### config.mk
export PLATFORM = sky130hd
export DESIGN_NAME = rsx_div
export DESIGN_NICKNAME = d
export VERILOG_FILES = /design/src/rsx_pkg.sv /design/src/rsx_div.sv
export SDC_FILE = /design/constraint.sdc
export NUM_CORES = 1
export LEC_CHECK = 0
export BUFFER_PORTS_ARGS = -buffer_cell sky130_fd_sc_hd__clkbuf_2
export CAP_MARGIN = 20
export CORE_ASPECT_RATIO = 0.7
export CORE_MARGIN = 3
export CORE_UTILIZATION = 45
export DETAILED_ROUTE_END_ITERATION = 12
export GPL_TIMING_DRIVEN = 0
export HOLD_SLACK_MARGIN = 0.15
export PLACE_DENSITY = 0.66
export SETUP_SLACK_MARGIN = 0.02
export SYNTH_ARGS = -nofsm -noshare
export SYNTH_HDL_FRONTEND = slang
export SYNTH_SLANG_ARGS = --single-unit
### constraint.sdc
create_clock -name clk -period 10.9 [get_ports clk]
set_input_delay 3.27 -clock clk [delete_from_list [all_inputs] [get_ports clk]]
set_output_delay 3.27 -clock clk [all_outputs]
set_load 0.1 [all_outputs]
### src/rsx_pkg.sv
// Shared types, constants and tables for the radial sine transform.
package rsx_pkg;

  localparam int MAX_SAMPLES_DEF  = 2048;
  localparam int CORDIC_STEPS_DEF = 24;
  localparam int CORD_W           = 40;

  localparam logic [15:0]  GSTEP_RESET = 16'd131;
  localparam logic [63:0]  INV_TWO_PI  = 64'h28BE60DB9391054A;
  localparam logic [63:0]  HALF_PI_Q30 = 64'd1686629713;
  localparam logic [39:0]  CORDIC_GAIN = 40'd652032874;
  localparam logic [63:0]  W_LIMIT     = 64'h0000_7FFF_FFFF_FFFF;
  localparam logic [63:0]  TERM_LIMIT  = 64'h0800_0000_0000_0000;
  localparam logic [63:0]  ACC_LIMIT   = 64'h2000_0000_0000_0000;
  localparam logic [30:0]  Q30_ONE     = 31'h4000_0000;

  // Reciprocals for division by a constant: quotient is the product shifted
  // right by 32 for six and 120, and by 65 for three.
  localparam logic [63:0]  RECIP_6     = 64'd715827883;
  localparam logic [63:0]  RECIP_120   = 64'd35791395;
  localparam logic [63:0]  RECIP_3     = 64'hAAAA_AAAA_AAAA_AAAB;

  typedef enum logic [1:0] {
    CMD_CLEAR = 2'd0,
    CMD_LOAD  = 2'd1,
    CMD_EVAL  = 2'd2,
    CMD_NONE  = 2'd3
  } cmd_t;

  typedef enum logic [1:0] {
    ST_OK    = 2'd0,
    ST_EVEN  = 2'd1,
    ST_EMPTY = 2'd2,
    ST_SAT   = 2'd3
  } status_t;

  typedef enum logic {
    REG_G_STEP = 1'b0,
    REG_NONE   = 1'b1
  } reg_idx_t;

  typedef struct packed {
    logic [1:0]         command;
    logic [23:0]        radius;
    logic signed [31:0] density;
    logic [14:0]        g_index;
  } in_item_t;

  typedef struct packed {
    logic signed [47:0] transform_value;
    logic [1:0]         status;
  } out_item_t;

  typedef struct packed {
    logic        start;
    logic [63:0] a;
    logic [63:0] b;
  } mul_req_t;

  typedef struct packed {
    logic         done;
    logic [127:0] prod;
  } mul_rsp_t;

  typedef struct packed {
    logic        start;
    logic [63:0] dividend;
    logic [63:0] divisor;
  } div_req_t;

  typedef struct packed {
    logic        done;
    logic [63:0] quot;
  } div_rsp_t;

  function automatic logic [30:0] atan_entry(input logic [5:0] idx);
    logic [30:0] res;
    res = '0;
    if (idx < 6'd10) begin
      unique case (idx)
        6'd0:    res = 31'd843314856;
        6'd1:    res = 31'd497837829;
        6'd2:    res = 31'd263043836;
        6'd3:    res = 31'd133525158;
        6'd4:    res = 31'd67021686;
        6'd5:    res = 31'd33543515;
        6'd6:    res = 31'd16775850;
        6'd7:    res = 31'd8388437;
        6'd8:    res = 31'd4194282;
        6'd9:    res = 31'd2097149;
        default: res = '0;
      endcase
    end else if (idx < 6'd30) begin
      res = (31'd1 << (6'd30 - idx)) - 31'd1;
    end
    return res;
  endfunction

endpackage

### src/rsx_div.sv
// Shared restoring divider that resolves one quotient bit per cycle.
module rsx_div (
  input  logic              clk,
  input  logic              rst_n,
  input  rsx_pkg::div_req_t req,
  output rsx_pkg::div_rsp_t rsp
);
  import rsx_pkg::*;

  logic [63:0] rem_r, quo_r, dsr_r;
  logic [5:0]  cnt_r;
  logic        busy_r, done_r;
  logic [64:0] trial, diff;
  logic        ge;

  assign trial = {rem_r, quo_r[63]};
  assign diff  = trial - {1'b0, dsr_r};
  assign ge    = trial >= {1'b0, dsr_r};

  always_ff @(posedge clk) begin
    if (!rst_n) begin
      busy_r <= 1'b0;
      done_r <= 1'b0;
      cnt_r  <= '0;
    end else begin
      done_r <= 1'b0;
      if (req.start) begin
        rem_r  <= '0;
        quo_r  <= req.dividend;
        dsr_r  <= req.divisor;
        cnt_r  <= '0;
        busy_r <= 1'b1;
      end else if (busy_r) begin
        rem_r <= ge ? diff[63:0] : trial[63:0];
        quo_r <= {quo_r[62:0], ge};
        cnt_r <= cnt_r + 6'd1;
        if (cnt_r == 6'd63) begin
          busy_r <= 1'b0;
          done_r <= 1'b1;
        end
      end
    end
  end

  assign rsp.done = done_r;
  assign rsp.quot = quo_r;

endmodule

==> reports/qor.yml <==
worst_slack_ns: 5.93
r2r-end: "rem_r[58]$_SDFFCE_PP0P_"
drtIter0Drc: 826
worstPathRequired_ns: 11.02
holdPathStages: 2
slew_viol_final: 0
p_int_mw: 1.51
cts_resized: 0
critPathKind: "primary input to register"
synth.yosys.seq_area_share: 0.495
pwr_density_cell_nw_per_um2: 166
track_usage: 0.211
ys_top_cells_by_count: "edfxtp_1, nor2_1, a21oi_1"
status: "finished, final reports clean"
skew_ns: 0.0174
cp_slowest_stage_delay_ns: 0.53
clock_sinks: 200
grt_pass1_wl_um: 48100
min_from: "cnt_r[5]$_SDFFE_PP0P_"
synth_flop_cell: "edfxtp_1"
path_clk_slew_ns: 0.08
hp-class: "register to register"
pre_cts_ws_ns: 5.40
die_h_um: 142
cp_max_fo: 56
pwr-share-clk: 0.270
regToRegSetupSlack_ns: 7.08
gp_congestion: 0.921
grt_start_max_net_pins: 66
hpwlAfterDp_um: 22500
cap_violations: 0
p_leak_nw: 5.84
avgSynthCellArea_um2: 10.6
slew_headroom: 0.409
timing.fmax_mhz: 201
dpl_cell_area_um2: 13400
antenna_found_initial: 0
synth-edff-count: 192
diodes: 0
rsz0062_at_grt: "no"
cp_cell_sequence: "clkbuf_1 > buf_4 > o21a_4 > buf_12 > buf_16"
h-tree-depth: 4
core_area_um2: 25900
cts_buffers: 17
tightest_slew_ns: 0.886
finalSetupViolations: 0
start_util: 0.462
cp-end-kind: "register"
drc: 0
synth_top_area_frac: 0.482
synth_cell_types: 76
slowest_stage: "o21a_4"
syn_to_final_growth_pct: 17.0
ys_warn_count: 0
grt_pass1_vias: 9105
r2r-start: "rem_r[3]$_SDFFCE_PP0P_"
finalPower_mw: 2.33
p_seq_frac: 0.409
fp.dieArea_um2: 28600
rows: 49
holdPathEnd: "done_r$_SDFF_PP0_"
fin_crit_sh: 0.456
grt-ovfl-total: 0
critical_path.startpoint_type: "primary input"
hold_viol_final: 0
vias: 9436
hold_buffers: 0
avgRoutedWirePerCell_um: 17.5
post-route-min-period_ns: 4.97
reg2reg_depth: 11
critPathArrivalTime_ns: 5.10
post-route-util: 0.540
cts.path.max_buffers: 2
portBuffers: 194
combinationalPowerShare: 0.322
die_w_um: 201
stdcell_area_um2: 14000
peakVddDrop_uv: 109
nNetsFinal: 1544
syn_nets: 1329
postCtsSetupRepairBufs: 0
switching_share: 0.353
yosysTopAreaCell: "edfxtp_1"
synth-async-reset-ratio: 0
fill_cells: 2362
final.setup.tns_ns: 0
p_switching_uw: 824
cts_tree: "done"
ys_top_cells_by_area: "edfxtp_1, ha_1, mux2_2"
io_pins: 196
firstDrtPassIters: 5
cts_root_buf: "clkbuf_16"
drive_above_1_share: 0.249
yosysMostFrequentCell: "edfxtp_1"
syn-instance-count: 1132
drt-total-wl_um: 30000
syn_area_um2: 12000
postRouteAntennaNets: 0
clkLatencyLatePin_ns: 0.46
ys_ff_latch: 200
vias_per_cell: 5.50
[metal layers]
layer  track usage  share of wire
met5             0              0
met3        0.0539          0.073
met4        0.0554          0.014
met2         0.310           0.42
met1         0.312           0.49
[kinds of logic after synthesis]
logic type	synth area share
compound gates	0.155
xor+xnor	0.0454
fa+ha+maj	0.0696
buf+inv	0.0454
flops	0.495
mux	0.0685
simple gates	0.121
[metrics by stage]
stage / hold slack [ns] / instances
final: 0.499 / 1717
after CTS: 0.498 / 1717
after global placement: 0.473 / 1683
after detailed placement: 0.487 / 1685
after global routing: 0.536 / 1717
after floorplan: 0.458 / 1132
[power by group through the flow]
stage | Clock [mW] | Combinational [mW] | Sequential, mW
global placement | 0 | 0.729 | 0.973
detailed placement | 0 | 0.740 | 0.968
global route | 0.675 | 0.824 | 0.960
finish | 0.628 | 0.750 | 0.953
floorplan | 0 | 0.462 | 1.07
CTS | 0.643 | 0.744 | 0.953
[critical path, delay by kind of cell]
kind | cells | cell delay, ns
buffers and inverters | 4 | 1.23
AO/OA/AOI/OAI | 1 | 0.53
[cell type report]
type	count	area [µm²]	share of cell area
clock buffer	21	440	0.0314
multi-input combinational	802	5510	0.393
tap	357	447	0.0319
buffer	52	250	0.0179
timing repair buffer	196	1020	0.0727
sequential	200	5930	0.423
clock inverter	11	125	0.00893
inverter	78	293	0.0209
[sequential cells by signal (all words and copies together) (netlist names)]
signal / cells
dsr_r: 64
quo_r: 64
rem_r: 64
cnt_r: 6
busy_r: 1
done_r: 1
[worst max-delay path by stage]
stage	startpoint	to	slack, ns
2_1_floorplan	req[128]	quo_r[0]$_DFFE_PP_	3.87
3_3_place_gp	req[128]	rem_r[25]$_SDFFCE_PP0P_	2.09
3_5_place_dp	req[128]	rem_r[19]$_SDFFCE_PP0P_	5.40
4_1_cts	req[128]	rem_r[20]$_SDFFCE_PP0P_	5.90
5_1_grt	req[128]	quo_r[48]$_DFFE_PP_	5.80
6_report	req[128]	rem_r[11]$_SDFFCE_PP0P_	5.93
[placed cells by master (no fill, tap or decap), types with 11 or more instances in the layout]
cell / synthesis / final
nand3_1: 22 / 22
nand2_1: 86 / 86
xor2_1: 31 / 31
a21o_1: 28 / 28
o21a_1: 12 / 11
a211oi_1: 12 / 12
nand4_1: 19 / 19
ha_1: 65 / 65
clkbuf_2: 3 / 197
mux2_2: 63 / 63
o21ai_1: 11 / 11
a21oi_1: 115 / 115
clkbuf_1: 28 / 32
clkbuf_16: 0 / 17
xnor2_1: 31 / 31
o21bai_1: 13 / 13
inv_1: 78 / 78
buf_2: 14 / 14
mux2i_1: 11 / 11
edfxtp_1: 192 / 192
nor2_1: 119 / 119
o21ai_0: 47 / 47
Power figures use the tool's default switching activity.
