File: src/rsx_pkg.sv
// Shared types, constants and tables for the radial sine transform.
package rsx_pkg;

  localparam int MAX_SAMPLES_DEF  = 2048;
  localparam int CORDIC_STEPS_DEF = 24;
  localparam int CORD_W           = 40;

  localparam logic [15:0]  GSTEP_RESET = 16'd131;
  localparam logic [63:0]  INV_TWO_PI  = 64'h28BE60DB9391054A;
  localparam logic [63:0]  HALF_PI_Q30 = 64'd1686629713;
  localparam logic [39:0]  CORDIC_GAIN = 40'd652032874;
  localparam logic [63:0]  W_LIMIT     = 64'h0000_7FFF_FFFF_FFFF;
  localparam logic [63:0]  TERM_LIMIT  = 64'h0800_0000_0000_0000;
  localparam logic [63:0]  ACC_LIMIT   = 64'h2000_0000_0000_0000;
  localparam logic [30:0]  Q30_ONE     = 31'h4000_0000;

  // Reciprocals for division by a constant: quotient is the product shifted
  // right by 32 for six and 120, and by 65 for three.
  localparam logic [63:0]  RECIP_6     = 64'd715827883;
  localparam logic [63:0]  RECIP_120   = 64'd35791395;
  localparam logic [63:0]  RECIP_3     = 64'hAAAA_AAAA_AAAA_AAAB;

  typedef enum logic [1:0] {
    CMD_CLEAR = 2'd0,
    CMD_LOAD  = 2'd1,
    CMD_EVAL  = 2'd2,
    CMD_NONE  = 2'd3
  } cmd_t;

  typedef enum logic [1:0] {
    ST_OK    = 2'd0,
    ST_EVEN  = 2'd1,
    ST_EMPTY = 2'd2,
    ST_SAT   = 2'd3
  } status_t;

  typedef enum logic {
    REG_G_STEP = 1'b0,
    REG_NONE   = 1'b1
  } reg_idx_t;

  typedef struct packed {
    logic [1:0]         command;
    logic [23:0]        radius;
    logic signed [31:0] density;
    logic [14:0]        g_index;
  } in_item_t;

  typedef struct packed {
    logic signed [47:0] transform_value;
    logic [1:0]         status;
  } out_item_t;

  typedef struct packed {
    logic        start;
    logic [63:0] a;
    logic [63:0] b;
  } mul_req_t;

  typedef struct packed {
    logic         done;
    logic [127:0] prod;
  } mul_rsp_t;

  typedef struct packed {
    logic        start;
    logic [63:0] dividend;
    logic [63:0] divisor;
  } div_req_t;

  typedef struct packed {
    logic        done;
    logic [63:0] quot;
  } div_rsp_t;

  function automatic logic [30:0] atan_entry(input logic [5:0] idx);
    logic [30:0] res;
    res = '0;
    if (idx < 6'd10) begin
      unique case (idx)
        6'd0:    res = 31'd843314856;
        6'd1:    res = 31'd497837829;
        6'd2:    res = 31'd263043836;
        6'd3:    res = 31'd133525158;
        6'd4:    res = 31'd67021686;
        6'd5:    res = 31'd33543515;
        6'd6:    res = 31'd16775850;
        6'd7:    res = 31'd8388437;
        6'd8:    res = 31'd4194282;
        6'd9:    res = 31'd2097149;
        default: res = '0;
      endcase
    end else if (idx < 6'd30) begin
      res = (31'd1 << (6'd30 - idx)) - 31'd1;
    end
    return res;
  endfunction

endpackage

File: src/rsx_mul.sv
// Shared 64 by 64 multiplier built from four 32 by 32 partial products.
module rsx_mul (
  input  logic              clk,
  input  logic              rst_n,
  input  rsx_pkg::mul_req_t req,
  output rsx_pkg::mul_rsp_t rsp
);
  import rsx_pkg::*;

  logic [63:0]  a_r, b_r, pp_r;
  logic [127:0] acc_r, pp_ext;
  logic [1:0]   sh_r;
  logic [2:0]   cnt_r;
  logic         busy_r, done_r;
  logic [31:0]  ma, mb;

  assign ma = cnt_r[0] ? a_r[63:32] : a_r[31:0];
  assign mb = cnt_r[1] ? b_r[63:32] : b_r[31:0];

  always_comb begin
    unique case (sh_r)
      2'd0:    pp_ext = {64'd0, pp_r};
      2'd1:    pp_ext = {32'd0, pp_r, 32'd0};
      2'd2:    pp_ext = {pp_r, 64'd0};
      default: pp_ext = '0;
    endcase
  end

  always_ff @(posedge clk) begin
    if (!rst_n) begin
      busy_r <= 1'b0;
      done_r <= 1'b0;
      cnt_r  <= '0;
    end else begin
      done_r <= 1'b0;
      if (req.start) begin
        a_r    <= req.a;
        b_r    <= req.b;
        acc_r  <= '0;
        cnt_r  <= '0;
        busy_r <= 1'b1;
      end else if (busy_r) begin
        if (cnt_r != 3'd4) begin
          pp_r <= 64'(ma) * 64'(mb);
          sh_r <= 2'(cnt_r[0]) + 2'(cnt_r[1]);
        end
        if (cnt_r != 3'd0) begin
          acc_r <= acc_r + pp_ext;
        end
        if (cnt_r == 3'd4) begin
          busy_r <= 1'b0;
          done_r <= 1'b1;
        end
        cnt_r <= cnt_r + 3'd1;
      end
    end
  end

  assign rsp.done = done_r;
  assign rsp.prod = acc_r;

endmodule

File: config.mk
export PLATFORM = sky130hd
export DESIGN_NAME = rsx_mul
export DESIGN_NICKNAME = d
export VERILOG_FILES = /design/src/rsx_pkg.sv /design/src/rsx_mul.sv
export SDC_FILE = /design/constraint.sdc
export NUM_CORES = 2
export LEC_CHECK = 0
export ABC_AREA = 1
export BUFFER_PORTS_ARGS = -buffer_cell sky130_fd_sc_hd__buf_2
export CAP_MARGIN = 20
export CORE_MARGIN = 1
export CORE_UTILIZATION = 60
export CTS_CLUSTER_DIAMETER = 150
export DETAILED_ROUTE_END_ITERATION = 16
export PLACE_DENSITY = 0.78
export SLEW_MARGIN = 20
export SYNTH_ARGS = -nofsm -noshare
export SYNTH_HDL_FRONTEND = slang
export SYNTH_SLANG_ARGS = --single-unit
File: constraint.sdc
create_clock -name clk -period 8.6 [get_ports clk]
set_clock_uncertainty 0.1 [all_clocks]
set_input_delay 1.29 -clock clk [delete_from_list [all_inputs] [get_ports clk]]
set_output_delay 1.29 -clock clk [all_outputs]
set_load 0.02 [all_outputs]
==> results.md <==
* Std cell rows at about 120
* Max-slew headroom at between 20% and 30%
* Met2 usage at about three quarters
* Initial Util at between 60% and 70%
* Net Count, Synth at ~9500
* Clk buf depth at 3
* DRC at 0
* Worst-path clk slew at ~0.07 ns
* Share of cells above drive strength 1 at slightly above 10%
* RSZ-0062 raised after global routing: no
* Core box area at 98300 µm²
* Number of antenna violations at the first check in global routing at 2
* Die area at 100000 µm²
* Setup crit end kind: flip-flop
* Post-synthesis register bit count at between 300 and 400
* Io pins at between 200 and 300
* Max Cap Viol at 0
* Critical path's slowest cell: fa_1
* Top_reg_cell synth: edfxtp_1
* GR Layer Usage met3 at 13.7%
* CTS H-tree lvls at 2
* Routed Antenna Nets at 0
* Clock Tree Root: clkbuf_16
* Vias post-DR at 54900
* Total GRT Usage at about 47%
* 1st-pass router iterations at 8
* Outcome: completed
* HP Class: reg -> reg
* Port Buffers at 259
* Crit start category: flip-flop
* CTS tree: done
* First-pass GRT wire length at 336 mm
* WHS Path Cells at 2
* Vias/cell at between 5 and 6
* CTS Hold Bufs at 0
* Final Critical Period at between 8 and 9 ns
* GRT overflow at 0
* Worst R2R Path Depth at 26
* Worst Tran Pin Value at approximately 1.1 ns
* CP most frequent cell: fa_1
* Avg Synthesized Cell Area at approximately 7.4 µm²
* Slew Limit Fails at 0
* Sequential area share after synthesis at around 16%
* Layer carrying the most global-route usage: met2
* Final non-filler cell total at a little under 10000
* Peak Freq at ~120 MHz
* P&R area growth vs syn at 8.03%
* Clock Latency Late Sink at ~0.66 ns
* Slowest stage delay, CP at ~0.57 ns
* EDFF count, synth at between 300 and 400
* Largest net degree at the start of global routing at 83
* Commonest non-fill, non-tap cell in the layout: nand2_1
* Setup_tns at 0 ns
* Final worst path period share at between 90% and 100%
* Final setup fails at 0
* Layout fillers at 8704
* Commonest cells after routing, fill and taps aside: nand2_1 (2044), inv_1 (1935), nor2_1 (1096)
* Async set-reset flop share out of synthesis at 0%
* Hold Fails Final Rpt at 0
* Die width at roughly 320 µm
* Vias in the first global route at between 50000 and 60000
* Cells after DPL at between 9000 and 10000
* CP arrival at 8.70 ns
* CTS Sinks at between 300 and 400
* Initial DRC Count at approximately 6000
* DPL Wire Length at approximately 190 mm
* Die H at about 320 µm
* Routability Congestion at ~1.1
* Maximum fanout along the worst path at 29
* Gate Count Post-Synth at 8043
* Mapped Area at 59400 µm²
* Unique masters post-synth at 48
* Synth warn at 0
* Total CTS buffers at 40
* WL/cell at 23.9 µm
* Grt met1 use at around 52%
* Critical path required time at ~8.9 ns
* Total Routed Length at around 230 mm
* Fin nets at a little under 10000
* Critical path type: reg -> reg
## cells by family (layout without fill, tap and decap cells)
kind of cell | count (synthesis) | in the layout | synth area share (%)
other cells | 0 | 1 | 0
flops | 327 | 327 | 16.5
buf+inv | 2200 | 2494 | 14.2
compound gates | 579 | 579 | 5.35
fa+ha+maj | 1289 | 1289 | 38.5
simple gates | 3600 | 3600 | 24.8
xor+xnor | 48 | 48 | 0.708
## layout make-up
type / count / area [µm²] / area share, %
flip-flops and latches: 327 / 9770 / 15.2
well taps: 1287 / 1610 / 2.51
clock inverters: 25 / 305 / 0.476
repair buffers: 420 / 2530 / 3.95
inverters: 2000 / 7520 / 11.7
clock buffers: 49 / 1070 / 1.68
multi-input cells: 5516 / 41300 / 64.4
diodes: 1 / 2.50 / 0.00390
## registers in the layout, summed over array words and instances, names as in the netlist
name	cells
sh_r	2
done_r	1
b_r	64
cnt_r	3
a_r	64
acc_r	128
pp_r	64
busy_r	1
## what timing repair did
action | CTS | global route
buffers inserted | 0 | 2
setup endpoints to repair | 0 | 13
resized for setup | 0 | 12
## cell usage after synthesis (all sizes together), types with 12 or more instances
| cell type | number | area [µm²] |
|---|---|---|
| a21oi | 277 | 1390 |
| nand3 | 153 | 906 |
| xor2 | 34 | 298 |
| clkbuf | 84 | 315 |
| o21bai | 19 | 143 |
| nor4 | 12 | 93.8 |
| ha | 392 | 4900 |
| xnor2 | 14 | 123 |
| nor3 | 32 | 200 |
| o21ai | 189 | 1030 |
| and2 | 13 | 83.8 |
| edfxtp | 322 | 9670 |
| o22ai | 64 | 400 |
| nand2 | 2104 | 8040 |
| nor2 | 1186 | 4740 |
| fa | 897 | 18000 |
| buf | 116 | 631 |
| or2 | 65 | 407 |
| nand4 | 28 | 175 |
| a31oi | 13 | 81.3 |
| inv | 1993 | 7480 |
## worst paths after layout
kind	startpoint	to	slack [ns]
worst max-delay path	cnt_r[0]	pp_r[52]	0.18
worst min-delay path	cnt_r[2]	done_r	0.40
worst max register to register	cnt_r[0]	pp_r[52]	0.18
worst min register to register	cnt_r[2]	done_r	0.40
## worst max-delay path, delay by kind of cell, from the launching register on
family	cells	cell delay, ns
AO/OA/AOI/OAI	1	0.08
adder cells (fa/ha/maj)	9	4.18
buffers and inverters	7	1.71
flip-flops	1	0.36
AND/OR/NAND/NOR	9	1.65
## layer usage
layer	routed length, µm	vias up
li1	-	24300
met1	76200	25800
met2	101000	3706
met3	27600	1126
met4	25300	4
met5	50	-
## metrics by stage
stage	setup slack (ns)	util [%]	area [µm²]	hold WS (ns)
floorplan	1.42	-	59400	0.343
global placement	0.0572	63.8	62700	0.355
detailed placement	0.0528	63.8	62700	0.379
CTS	0.0315	65.2	64100	0.389
global route	0.0380	65.3	64100	0.423
finish	0.176	65.3	64200	0.398
Power is left out: the tool's default activity adds up to more than one toggle a clock period on the data nets, which glitch-free logic cannot reach.
